### src/sv/tepd_pkg.sv
// ---------------------------------------------------------------------------
// tepd_pkg
// Shared constants and types of the two-erasure parity decoder.
// ---------------------------------------------------------------------------
package tepd_pkg;

	localparam int CFG_W            = 5;   // data_count register width
	localparam int IDX_OUT_W        = 4;   // index fields of a result
	localparam int CNT_W            = 2;   // repaired_count width
	localparam int DATA_COUNT_RESET = 16;

	typedef enum logic [1:0] {
		STATUS_INTACT        = 2'd0,
		STATUS_REPAIRED      = 2'd1,
		STATUS_UNRECOVERABLE = 2'd2
	} status_t;

endpackage

### src/sv/tepd_cfg.sv
// ---------------------------------------------------------------------------
// tepd_cfg
// data_count register, stored as the clamped word geometry (k, t, last row).
// ---------------------------------------------------------------------------
module tepd_cfg import tepd_pkg::*; #(
	parameter int MAX_DATA = 16
) (
	input  logic                                        clk,
	input  logic                                        arst_n,
	input  logic                                        wr_valid,
	input  logic [CFG_W-1:0]                            wr_data,
	output logic [$clog2(MAX_DATA+1)-1:0]               k,
	output logic [$clog2($clog2(MAX_DATA)+1)-1:0]       t,
	output logic [$clog2(MAX_DATA+$clog2(MAX_DATA)+2)-1:0] last
);

	localparam int G     = $clog2(MAX_DATA);
	localparam int KW    = $clog2(MAX_DATA+1);
	localparam int TW    = $clog2(G+1);
	localparam int PW    = $clog2(MAX_DATA+G+2);
	localparam int DW    = (KW > CFG_W) ? KW : CFG_W;
	localparam int K_RST = (MAX_DATA < DATA_COUNT_RESET) ? MAX_DATA : DATA_COUNT_RESET;
	localparam int T_RST = $clog2(K_RST);

	logic [KW-1:0] k_q, k_nxt;
	logic [TW-1:0] t_q, t_nxt;
	logic [PW-1:0] last_q;
	logic [DW:0]   dv;

	// number of index bits: smallest r with 2^r >= k
	function automatic logic [TW-1:0] index_bits(input logic [KW-1:0] kv);
		logic [TW-1:0] r;
		r = '0;
		for (int i = 0; i < G; i++) begin
			if ({1'b0, kv} > ((KW+1)'(1) << i))
				r = TW'(i + 1);
		end
		return r;
	endfunction

	always_comb begin
		dv = (DW+1)'(wr_data);
		if (dv < (DW+1)'(2))
			k_nxt = KW'(2);
		else if (dv > (DW+1)'(MAX_DATA))
			k_nxt = KW'(MAX_DATA);
		else
			k_nxt = KW'(dv);
		t_nxt = index_bits(k_nxt);
	end

	always_ff @(posedge clk or negedge arst_n) begin
		if (!arst_n) begin
			k_q    <= KW'(K_RST);
			t_q    <= TW'(T_RST);
			last_q <= PW'(K_RST + T_RST + 1);
		end else if (wr_valid) begin
			k_q    <= k_nxt;
			t_q    <= t_nxt;
			last_q <= PW'(k_nxt) + PW'(t_nxt) + PW'(1);
		end
	end

	assign k    = k_q;
	assign t    = t_q;
	assign last = last_q;

endmodule

### config.mk
export PLATFORM = sky130hd
export DESIGN_NAME = tepd_cfg
export DESIGN_NICKNAME = d
export VERILOG_FILES = /design/src/sv/tepd_pkg.sv /design/src/sv/tepd_cfg.sv
export SDC_FILE = /design/constraint.sdc
export NUM_CORES = 1
export LEC_CHECK = 0
export BUFFER_PORTS_ARGS = -buffer_cell sky130_fd_sc_hd__buf_2
export CORE_MARGIN = 3
export CORE_UTILIZATION = 52
export CTS_BUF_LIST = sky130_fd_sc_hd__clkbuf_2
export DETAILED_ROUTE_END_ITERATION = 8
export PLACE_DENSITY = 0.79
export SLEW_MARGIN = 20
export SYNTH_ARGS = -nofsm -noshare
export SYNTH_HDL_FRONTEND = slang
export SYNTH_SLANG_ARGS = --single-unit
### constraint.sdc
create_clock -name clk -period 1.05 [get_ports clk]
set_input_delay 0.315 -clock clk [delete_from_list [all_inputs] [get_ports clk]]
set_output_delay 0.315 -clock clk [all_outputs]
set_load 0.02 [all_outputs]
==> flow_summary.ini, run 1 <==
[outcome]
stop_stage = global routing
status = stopped before the end
firstError = [ERROR DPL-0038] Utilization greater than 100%, impossible to legalize

[placement]
io_buffers = 20
place_congestion = 0.940
post-dp-hpwl_um = 1330
placedInstanceArea_um2 = 978

[floorplan]
ios = 21
die_y_um = 43.4
row_count = 12
initial_utilization_pct = 60.5
die_x_um = 43.4

[synth]
yosysUniqueCellTypes = 28
synth_commonest_cells = dfrtp_1, nor2_1
synth_edf_count = 0
synth_area_leaders = dfrtp_1, dfstp_2, mux2_2
syn_nets = 81
synth_top_area_cell = dfrtp_1
yosys.area.top_type_share_pct = 27.5
yosysWarningCount = 0
ys_ff_latch = 13
synth.avg_cell_area_um2 = 10.4
synthArstFlopShare_pct = 100
synth_seq_area_share_pct = 45.6
synthCells = 70
synth_area_um2 = 727
synth_top_flop_cell = dfrtp_1

[global_route]
grt_start_max_net_pins = 14

[clock_tree]
htree_levels = 1
clock_sinks = 13
cts_made_buffers = 3
clk_path_buf_depth = 2
root_buffer = clkbuf_2

[sta]
worst_endpoint = last[1]$_DFFE_PN0P_/D
endpoint_type = register input
==> kinds of logic after synthesis <==
group / share of synthesized area, %
compound gates: 13.1
xor+xnor: 2.41
fa+ha+maj: 6.20
buf+inv: 7.40
flops: 45.6
mux: 10.5
simple gates: 14.8
==> metrics by stage <==
| stage | util (%) | std cells | setup WS (ns) | hold WS [ns] | setup TNS [ns] |
|---|---|---|---|---|---|
| floorplan | - | 70 | -0.741 | 0.0194 | -2.92 |
| global placement | 81.5 | 116 | -0.862 | 0.207 | -4.53 |
| detailed placement | 81.5 | 116 | -0.877 | 0.210 | -4.90 |
| CTS | 97.0 | 123 | -0.477 | 0.404 | -3.78 |
==> repair_timing <==
action,in CTS
gates resized for setup,44
setup buffers,2
pin swaps,10
hold buffers,1
endpoints found under the setup margin,21
endpoints found under the hold margin,8
cloned,0
==> run 2, diff against run 1 <==
CORE_AREA = 3 3 64 66   (was not set)
CORE_MARGIN = not set   (was 3)
CORE_UTILIZATION = not set   (was 52)
CTS_BUF_LIST = not set   (was sky130_fd_sc_hd__clkbuf_2)
DIE_AREA = 0 0 67 69   (was not set)
PLACE_DENSITY = not set   (was 0.79)
PLACE_DENSITY_LB_ADDON = 0.15   (was not set)
==> run 2 against run 1 <==
The flow now finishes, with violations (negative setup slack). Synthesized area stayed put. Synthesized cell count unchanged.
==> flow_summary.ini, run 2 <==
[outcome]
status = finished with violations
violations = negative setup slack

[critical_path]
critPathRequiredTime_ns = 1.17
r2r_end = k[1]
crit_start = wr_data[0]
crit_arrival_ns = 1.75
r2r_cells = 3
critPathMaxStageDelay_ns = 0.43
path_cells = buf_12 > buf_6 > nor3_2 > nand2_1 > a21oi_4 > buf_4 > fa_2 > mux2_4
critPathCapture = last[1]
worstSetupEndpointType = flip-flop
cp_max_fo = 7
r2r-start = k[1]
worstSetupPathType = input port to flip-flop
crit_path_start_kind = input port
reg2reg_slack_ns = 0.05
critPathSlowestCell = fa_2

[synth]
ys_ff_latch = 13
yosysUniqueCellTypes = 28
synth_top_area_cell = dfrtp_1
yosys.area.top_type_share_pct = 27.5
synthArstFlopShare_pct = 100
synth_edf_count = 0
yosysWarningCount = 0
synth.avg_cell_area_um2 = 10.4
synthCells = 70
synth_area_um2 = 727
synth_area_leaders = dfrtp_1, dfstp_2, mux2_2
synth_commonest_cells = dfrtp_1, nor2_1
syn_nets = 81
synth_top_flop_cell = dfrtp_1
synth_seq_area_share_pct = 45.6

[routing]
drtIter0Drc = 8
wl_per_cell_um = 11.1
ant_nets = 0
drtPass1Iterations = 2
avgViaCountPerCell = 4.03
totalWireLength_um = 1890
num_vias = 685
drc = 0

[clock_tree]
cts_made_buffers = 3
root_buffer = clkbuf_8
clk_path_buf_depth = 2
clkTransAtPathRegs_ns = 0.05
cts_tree = built
htree_levels = 1
clk_latency_ns = 0.24
clock_sinks = 13

[power]
vdd_drop_max_uv = 638
leakagePower_nw = 0.639
p_per_area_nw_per_um2 = 1210

[placement]
post-dp-hpwl_um = 1370
io_buffers = 20
place_congestion = 0.725
post-place-ws_ns = -0.918
placedInstanceArea_um2 = 1030

[sta]
max_freq_ghz = 0.615
relSlewSlack_pct = 79.5
worst_pin_slew_ns = 0.307
min_period_ns = 1.63
setup_viol = 20
fin_tns_setup_ns = -3.20
hold_violations = 0
fin_crit_sh_pct = 155
rsz0062_at_grt = yes
clock_skew_ns = 0
finalWorstSetupSlack_ns = -0.576
slew_viol_final = 0

[global_route]
grt.total_usage_pct = 8.88
antenna_found_initial = 0
grt_start_max_net_pins = 14
grt_pass1_vias = 691
overflow = 0
grt_pass1_wl_um = 3230

[hold_path]
hp-class = flip-flop to flip-flop

[floorplan]
coreArea_um2 = 3630
die_y_um = 69
die_x_um = 67
ios = 21
initial_utilization_pct = 20.0
row_count = 22
die_area_um2 = 4620

[layout]
n_antenna_cell = 0
layout.nets = 134
layout_commonest_cell = buf_4
area_growth_pct = 92.4
fin_area_um2 = 1400
drive_gt1_share_pct = 66.4
final_cell_mix = buf_4, buf_6, dfrtp_1, nor2_1, dfstp_2
fillers = 376

[job]
cap_violations = 0
## run 2: where the power goes
part | internal, mW | switching, mW | total [mW]
Combinational | 0.367 | 0.266 | 0.634
Clock | 0.267 | 0.169 | 0.437
Sequential | 0.581 | 0.0420 | 0.623
Total | 1.22 | 0.478 | 1.69
## run 2: area by class of cell
type	instances	area [um2]	area share (%)
clock buffer	4	45.0	3.22
multi-input combinational	48	460	32.9
timing repair buffer	52	483	34.5
sequential	13	332	23.7
tap	48	60.1	4.29
inverter	5	18.8	1.34
## run 2: how the worst min path moves through the flow
stage | depth (start not counted) | endpoint | slack [ns] | start
global route | 3 | k[3] | 0.50 | wr_data[3]
floorplan | 0 | k[0] | 0.02 | arst_n
global placement | 1 | t[1] | 0.22 | arst_n
detailed placement | 1 | k[1] | 0.22 | arst_n
CTS | 2 | k[2] | 0.49 | arst_n
finish | 2 | last[0] | 0.48 | last[0]
## run 2: layer usage
| metal | up-vias | wire length (um) | GRT usage [%] |
|---|---|---|---|
| met5 | - | 0 | 0 |
| li1 | 344 | - | - |
| met1 | 320 | 835 | 12.0 |
| met4 | 0 | 8 | 2.03 |
| met2 | 19 | 926 | 13.0 |
| met3 | 2 | 117 | 3.75 |
## run 2: what timing repair did
item	CTS	global route
gates cloned	0	0
gates resized for setup	46	10
buffers inserted	7	7
hold buffers	1	0
pin swaps	10	11
setup endpoints to repair	20	20
hold endpoints to repair	8	0
## run 2: worst max-delay path: cells and delay by family
family                   cells  cell delay [ns]
AO/OA/AOI/OAI                1             0.20
multiplexers                 1             0.26
adder cells (fa/ha/maj)      1             0.43
AND/OR/NAND/NOR              2             0.19
buffers and inverters        3             0.35
## run 2: stage by stage
step	power, mW	utilization, %	cells	hold WS (ns)
5_1_grt	1.80	38.5	170	0.499
2_1_floorplan	0.880	-	70	0.0194
6_report	1.69	38.5	170	0.478
3_5_place_dp	1.04	28.3	151	0.223
3_3_place_gp	1.04	28.3	151	0.216
4_1_cts	1.67	35.6	163	0.489
## run 2: logic make-up after synthesis
group | after synthesis | share of synthesized area, %
AO/OA/AOI/OAI | 15 | 13.1
XOR/XNOR | 2 | 2.41
adder cells (fa/ha/maj) | 3 | 6.20
buffers and inverters | 9 | 7.40
flip-flops | 13 | 45.6
multiplexers | 7 | 10.5
AND/OR/NAND/NOR | 21 | 14.8
Power figures use the tool's default switching activity.
