## src/sv/tepd_outbuf.sv

```systemverilog
// ---------------------------------------------------------------------------
// tepd_outbuf
// Result register with a skid entry, so the row side never waits on a
// stalled result in the same cycle.
// ---------------------------------------------------------------------------
module tepd_outbuf #(
	parameter int WIDTH = 8
) (
	input  logic             clk,
	input  logic             arst_n,
	input  logic             push_valid,
	output logic             push_ready,
	input  logic [WIDTH-1:0] push_data,
	output logic             out_valid,
	input  logic             out_ready,
	output logic [WIDTH-1:0] out_data
);

	logic             main_valid_q, skid_valid_q;
	logic [WIDTH-1:0] main_q, skid_q;
	logic             push, main_free;

	assign push_ready = !skid_valid_q;
	assign push       = push_valid && push_ready;
	assign main_free  = out_ready || !main_valid_q;

	always_ff @(posedge clk or negedge arst_n) begin
		if (!arst_n) begin
			main_valid_q <= 1'b0;
			skid_valid_q <= 1'b0;
		end else if (main_free) begin
			main_valid_q <= skid_valid_q || push;
			skid_valid_q <= 1'b0;
		end else if (push) begin
			skid_valid_q <= 1'b1;
		end
	end

	always_ff @(posedge clk) begin
		if (main_free) begin
			main_q <= skid_valid_q ? skid_q : push_data;
		end else if (push) begin
			skid_q <= push_data;
		end
	end

	assign out_valid = main_valid_q;
	assign out_data  = main_q;

endmodule

```

## config.mk

```make
export PLATFORM = sky130hd
export DESIGN_NAME = tepd_outbuf
export DESIGN_NICKNAME = d
export VERILOG_FILES = /design/src/sv/tepd_outbuf.sv
export SDC_FILE = /design/constraint.sdc
export NUM_CORES = 1
export LEC_CHECK = 0
export ABC_AREA = 1
export BUFFER_PORTS_ARGS = -buffer_cell sky130_fd_sc_hd__buf_2
export CORE_UTILIZATION = 50
export CTS_CLUSTER_DIAMETER = 100
export DETAILED_ROUTE_END_ITERATION = 6
export PLACE_DENSITY = 0.79
export REMOVE_ABC_BUFFERS = 1
export SLEW_MARGIN = 20
export SYNTH_ARGS = -nofsm -noshare
export SYNTH_HDL_FRONTEND = slang
export SYNTH_SLANG_ARGS = --single-unit
```

## constraint.sdc

```tcl
create_clock -name clk -period 2.85 [get_ports clk]
set_clock_uncertainty 0.2 [all_clocks]
set_input_delay 0.57 -clock clk [delete_from_list [all_inputs] [get_ports clk]]
set_output_delay 0.57 -clock clk [all_outputs]
set_load 0.02 [all_outputs]
```

# Word level (Yosys, flattened, before mapping)
# Cells that the tools add are included.
word_totals:
  ff_bits: 18
  in_bits: 12
  out_inout_bits: 10
  wordCells: 15
classes:
  mux: 3
  bitwise: 1
  n_reduce_logical: 7
ops:
  columns: ["cell", "n"]
  rows:
  - ["$mux 8", 1]
  - ["$logic_not 1->1", 2]
  - ["$logic_or 1x1->1", 2]
  - ["$mux 1", 2]
  - ["$reduce_and 2->1", 1]
  - ["$reduce_bool 2->1", 1]
  - ["$logic_and 1x1->1", 1]
  - ["$not 1->1", 1]

# Depth between registers and ports, before layout
# Gate-level depths: netlist of run 1.
logic_depth:
  word_depth: 4
  ltp_mapped: 4
  mapped_depth_nobuf: 3

# Worst setup path before layout of run 1
# No wires, ideal clock.
synth_timing:
  path_type: "input to register"
  from: "input out_ready"
  to: "register skid_q[0], enable pin"
  setup_time_ps: 339
  arrival_ps: 1147
  required_time_ps: 2311
  setup_slack_ps: 1165
  path_stages: 3
  n_path_buf: 0
  cell_sequence: "inv_1 nand2_1 nor2_2"
synth_between:
  elab_chain_len: 3
synth_lines:
  columns: ["element", "line_no", "rtl"]
  rows:
  - ["start: declaration", "15", "input logic out_ready,"]
  - ["$logic_or 1x1->1", "25", "assign main_free = out_ready || !main_valid_q;"]
  - ["net main_free", "21", "logic push, main_free;"]
  - ["$not 1->1 (no line)", null, null]
  - ["$reduce_and 2->1 (no line)", null, null]
  - ["end signal: assignment", "43", "skid_q <= push_data;"]
  - ["end: declaration", "20", "logic [WIDTH-1:0] main_q, skid_q;"]
# The timed path passes the listed nets, and every way through them passes these cells.
# A chain may end at the register's enable or synchronous reset.

# Worst setup path in the final report of run 1
layout_timing:
  from: "register skid_valid_q"
  to: "output push_ready"
layout_between:
  elab_chain_len: 1
layout_lines:
  columns: ["element", "line_no", "rtl"]
  rows:
  - ["start: declaration", "19", "logic main_valid_q, skid_valid_q;"]
  - ["start signal: assignment", "30", "skid_valid_q <= 1'b0;"]
  - ["start signal: assignment", "33", "skid_valid_q <= 1'b0;"]
  - ["start signal: assignment", "35", "skid_valid_q <= 1'b1;"]
  - ["$logic_not 1->1", "23", "assign push_ready = !skid_valid_q;"]
  - ["end: declaration", "12", "output logic push_ready,"]
# No other way between the ends.

==> results of run 1 <==
-- state kept, by name, summed over array words and instances (netlist names) --
signal / flops
skid_valid_q: 1
skid_q: 8
out_valid: 1
out_data: 8
-- layout make-up --
cell class	instances	area, sq um	area share
clock buffer	3	22.5	0.0273
clock inverter	1	3.75	0.00455
inverter	2	15.0	0.0182
multi-input combinational	30	120	0.146
sequential	18	531	0.643
tap	14	17.5	0.0212
timing repair buffer	22	115	0.140
-- layer usage --
layer / track usage / share of wire / vias up
met1: 0.233 / 0.43 / 190
met2: 0.317 / 0.53 / 11
li1: - / - / 221
met3: 0.0347 / 0.031 / 2
met4: 0.129 / 0.0091 / 0
met5: 0 / 0 / -
-- synthesized netlist by cell type --
cell and number:
dfrtp_1 2, buf_6 1, inv_1 1, nor2_1 1
nand2_2 1, nand2_1 26, inv_8 1, nor2_2 2
edfxtp_1 16
-- through the flow --
stage / std cells / utilization / hold slack (ns) / area (sq um)
5_1_grt: 90 / 0.695 / 0.259 / 825
3_3_place_gp: 85 / 0.665 / 0.155 / 788
3_5_place_dp: 85 / 0.665 / 0.163 / 788
6_report: 90 / 0.695 / 0.266 / 825
2_1_floorplan: 50 / - / 0.0744 / 666
4_1_cts: 90 / 0.695 / 0.262 / 825
-- worst paths after layout --
check / slack, ns / to / cells after the start
max: 0.90 / push_ready / 2
min: 0.27 / skid_q[6] / 1
max reg2reg: 1.20 / skid_q[1] / 2
min reg2reg: 0.32 / out_data[4] / 2
max in group asynchronous: 1.96 / skid_valid_q / 2
min in group asynchronous: 0.40 / out_valid / 2
-- critical path, cell delays in order (launching register included) --
cell and delay, ns:
dfrtp_1 0.64, inv_8 0.08, buf_2 0.17
-- cell families after synthesis --
family / synth area share
and+or+nand+nor: 0.177
buffers and inverters: 0.0388
DFF: 0.784
-- report_power, final --
part,internal (W),switching [W],total [W]
clock network,0.0000508,0.0000738,0.000125
logic,0.0000230,0.0000446,0.0000676
registers,0.000311,0.00000876,0.000319
==> out/qor.yml, run 1 <==
finalPower_w: 0.000512
grtUsageTotal: 0.195
chipWidth_microns: 38.8
min_period_ns: 1.95
ys_seq_elements: 18
netlist_area_sq_um: 677
maxCapViolCount: 0
cp_max_fo: 10
tns_ns: 0
synth_area_per_cell_sq_um: 13.3
startpoint: "skid_valid_q"
via_per_inst: 4.71
die-area_sq_um: 1510
setup_viol: 0
setup_ws_ns: 0.899
cellLeakagePower_nw: 0.373
wl_per_cell_microns: 12.3
yosysSeqAreaShare: 0.784
drv_slew: 0
io_pins: 22
irDropWorstVdd_mv: 0.339
num_antenna_cells: 0
overflow: 0
yosysWarnings: 0
cts_tree: "done"
globalplace.congestion: 0.690
cts_made_buffers: 3
start_kind: "register"
grt_antenna_before_repair: 0
grt_pass1_wl_microns: 1790
path_clk_slew_ns: 0.10
die_y_microns: 38.8
synth_top_area_frac: 0.710
drive_gt1_frac: 0.368
hold_buffers: 1
drtIter0Drc: 4
worstMarginPinSlew_ns: 0.466
dp_slack_ns: 0.864
cts_sinks: 18
synth_area_leaders: "edfxtp_1 71%, nand2_1 14%, dfrtp_1 7.4%"
synth_area_leader_cell: "edfxtp_1"
core_sq_um: 1190
cts_root_buf: "clkbuf_4"
worstSetupPathType: "register to output pin"
grt_max_degree: 12
critPathCaptureType: "output pin"
hp-start: "push_data[6]"
ctsHtreeMaxLevel: 1
fmax_ghz: 0.513
portBuffers: 21
clock_path_buffers: 2
power.density_nw_per_um2: 620
r2r-start: "out_valid"
hp-class: "input pin to register"
num_rows: 12
fin_crit_sh: 0.684
layout_commonest_cell: "nand2_1"
cts_resized: 0
grt_pass1_vias: 413
status: "complete, no violations"
finalHoldViolCount: 0
area_growth_pct: 21.8
post-route-drc-count: 0
drt-total-wl_microns: 1100
hpwl_microns: 795
firstDrtPassIters: 4
slew-limit-headroom: 0.689
synthCells: 51
post_cts_buffers: 0
n_fill_cell: 96
drtAntennaViolNets: 0
clk_latency_ns: 0.28
layout.nets: 89
via_count: 424
critPathRequiredTime_ns: 2.08
yosysUniqueCellTypes: 9
crit_arrival_ns: 1.18
grt_setup_unrepaired: "false"
start_util: 0.571
layout_common_cells: "26 x nand2_1, 21 x buf_2, 16 x edfxtp_1"
Power figures use the tool's default switching activity.
==> inputs of run 2 (changes only) <==
Settings changed: ABC_AREA 1 to 0, CORE_UTILIZATION 50 to 47, PLACE_DENSITY 0.79 to 0.75.
Clock period 2.85 ns to 2.02 ns, I/O delays scaled along.
==> run 2 against run 1 <==
Wire length shrank 10%. Clock power grew 42%. Cell count shrank 17%. Flip-flop and latch count is the same. Utilization shrank 5.2 points. Area after synthesis grew 2.6%. Hold slack lost 0.17 ns. Die area grew 8.7%. Largest cell class unchanged. Largest power group unchanged.
==> out/qor.yml, run 2 <==
status: "complete, no violations"
via_count: 359
critPathRequiredTime_ns: 1.42
drv_slew: 0
grtUsageTotal: 0.145
synthXorXnorAreaFrac: 0
drt-total-wl_microns: 988
yosysWarnings: 0
grt_setup_unrepaired: "false"
post-route-drc-count: 0
critPathCaptureType: "output pin"
wl_met1_microns: 423
layout_common_cells: "21 x buf_2, 16 x edfxtp_1, 7 x mux2_4"
path_clk_slew_ns: 0.10
synth_compound_area_frac: 0
cts_root_buf: "clkbuf_4"
synth_simple_gate_area_frac: 0.0468
ys_seq_elements: 18
clock_path_buffers: 2
drtAntennaViolNets: 0
highest_layer: "met3"
ys_top_cells_by_count: "16 x edfxtp_1, 7 x mux2_4, 2 x dfrtp_1, 2 x nor2_1"
worstSetupPathType: "register to output pin"
layout_commonest_cell: "buf_2"
wl_per_cell_microns: 13.2
yosysUniqueCellTypes: 10
cp_max_fo: 11
finalPower_w: 0.000725
firstDrtPassIters: 7
cts_made_buffers: 3
intPower_w: 0.000561
layout.nets: 73
hp-class: "input pin to register"
synthCells: 33
p_sw_w: 0.000163
hpwl_microns: 700
grt_pass1_wl_microns: 1470
fmax_ghz: 0.549
met2WireLength_microns: 527
drtIter0Drc: 4
slew-limit-headroom: 0.639
num_antenna_cells: 0
die_y_microns: 40.4
maxCapViolCount: 0
synth_flop_cell: "edfxtp_1"
comb_power_share: 0.136
via_per_inst: 4.79
met3_length_microns: 37
hold_buffers: 1
yosysMostFrequentCell: "edfxtp_1"
start_util: 0.521
min_period_ns: 1.82
drive_gt1_frac: 0.583
synth.area.mux_share: 0.168
power.density_nw_per_um2: 844
synth_area_per_cell_sq_um: 21.0
grt_antenna_before_repair: 0
die-area_sq_um: 1640
synth_area_leaders: "edfxtp_1 69%, mux2_4 15%, dfrtp_1 7.2%"
cts_resized: 0
post_cts_buffers: 0
clk_latency_ns: 0.29
num_rows: 13
tns_ns: 0
yosysSeqAreaShare: 0.764
ctsHtreeMaxLevel: 1
cts_tree: "done"
cts_sinks: 18
swShare: 0.226
area_growth_pct: 23.6
synth_area_leader_cell: "edfxtp_1"
crit_arrival_ns: 1.22
clkPwrFrac: 0.244
ys_async_sr_fraction: 0.111
cellLeakagePower_nw: 0.362
synth_top_area_frac: 0.692
start_kind: "register"
io_pins: 22
globalplace.congestion: 0.699
portBuffers: 21
worstMarginPinSlew_ns: 0.542
synth_top_family_by_area: "multiplexers"
fin_crit_sh: 0.901
setup_viol: 0
irDropWorstVdd_mv: 0.548
core_sq_um: 1330
p_seq_frac: 0.620
overflow: 0
netlist_area_sq_um: 694
finalHoldViolCount: 0
grt_max_degree: 12
chipWidth_microns: 40.4
synthAdderAreaFrac: 0
synth-edff-count: 16
grt_pass1_vias: 352
-- run 2: cell count changes after synthesis, sizes merged --
cell	previous run	this run
nand2b	0	1
nand2	27	1
inv	2	1
nor3b	0	1
nor2	3	2
mux2	0	8
-- run 2: power by group through the flow --
stage | sequential (W) | clock (W) | combinational (W)
after floorplan | 0.000480 | 0 | 0.0000372
after CTS | 0.000450 | 0.000181 | 0.0000994
final | 0.000450 | 0.000177 | 0.0000985
after detailed placement | 0.000459 | 0 | 0.0000978
after global placement | 0.000458 | 0 | 0.0000957
after global routing | 0.000454 | 0.000200 | 0.000106
-- run 2: metrics by stage --
step	instance area [sq um]	hold WS, ns	utilization	setup slack (ns)	cells
final	858	0.0971	0.644	0.200	75
after detailed placement	822	-0.0107	0.616	0.356	70
after floorplan	683	-0.0916	-	0.113	32
after CTS	858	0.0945	0.644	0.184	75
after global routing	858	0.0785	0.644	0.122	75
after global placement	822	-0.0112	0.616	0.365	70
-- run 2: per-layer routing --
metal  track usage  vias to the layer above
li1              -                      178
met1         0.166                      168
met2         0.250                       13
met3        0.0333                        0
met4        0.0750                        0
met5             0                        -
-- run 2: worst paths after layout --
path	start	to	slack (ns)	cells past startpoint
hold reg to reg	skid_q[0]	out_data[0]	0.35	1
max in group asynchronous	arst_n	skid_valid_q	1.31	2
min in group asynchronous	arst_n	out_valid	0.22	2
hold / removal	push_data[1]	skid_q[1]	0.1	1
setup reg to reg	skid_valid_q	skid_q[2]	0.45	2
setup / recovery	skid_valid_q	push_ready	0.20	2
-- run 2: final cells by class --
cell class / count / area, sq um
Sequential cell: 18 / 531
Fill cell: 98 / 475
Multi-Input combinational cell: 13 / 149
Timing Repair Buffer: 24 / 130
Clock buffer: 4 / 26.3
Tap cell: 15 / 18.8
Inverter: 1 / 3.75
-- run 2: critical path, stage by stage (launching register included) --
cell and delay [ns]:
dfrtp_1 0.69, inv_1 0.07, buf_2 0.17
-- run 2: cells by family after synthesis --
family | after synthesis
simple gates | 5
flops | 18
mux | 8
buf+inv | 2
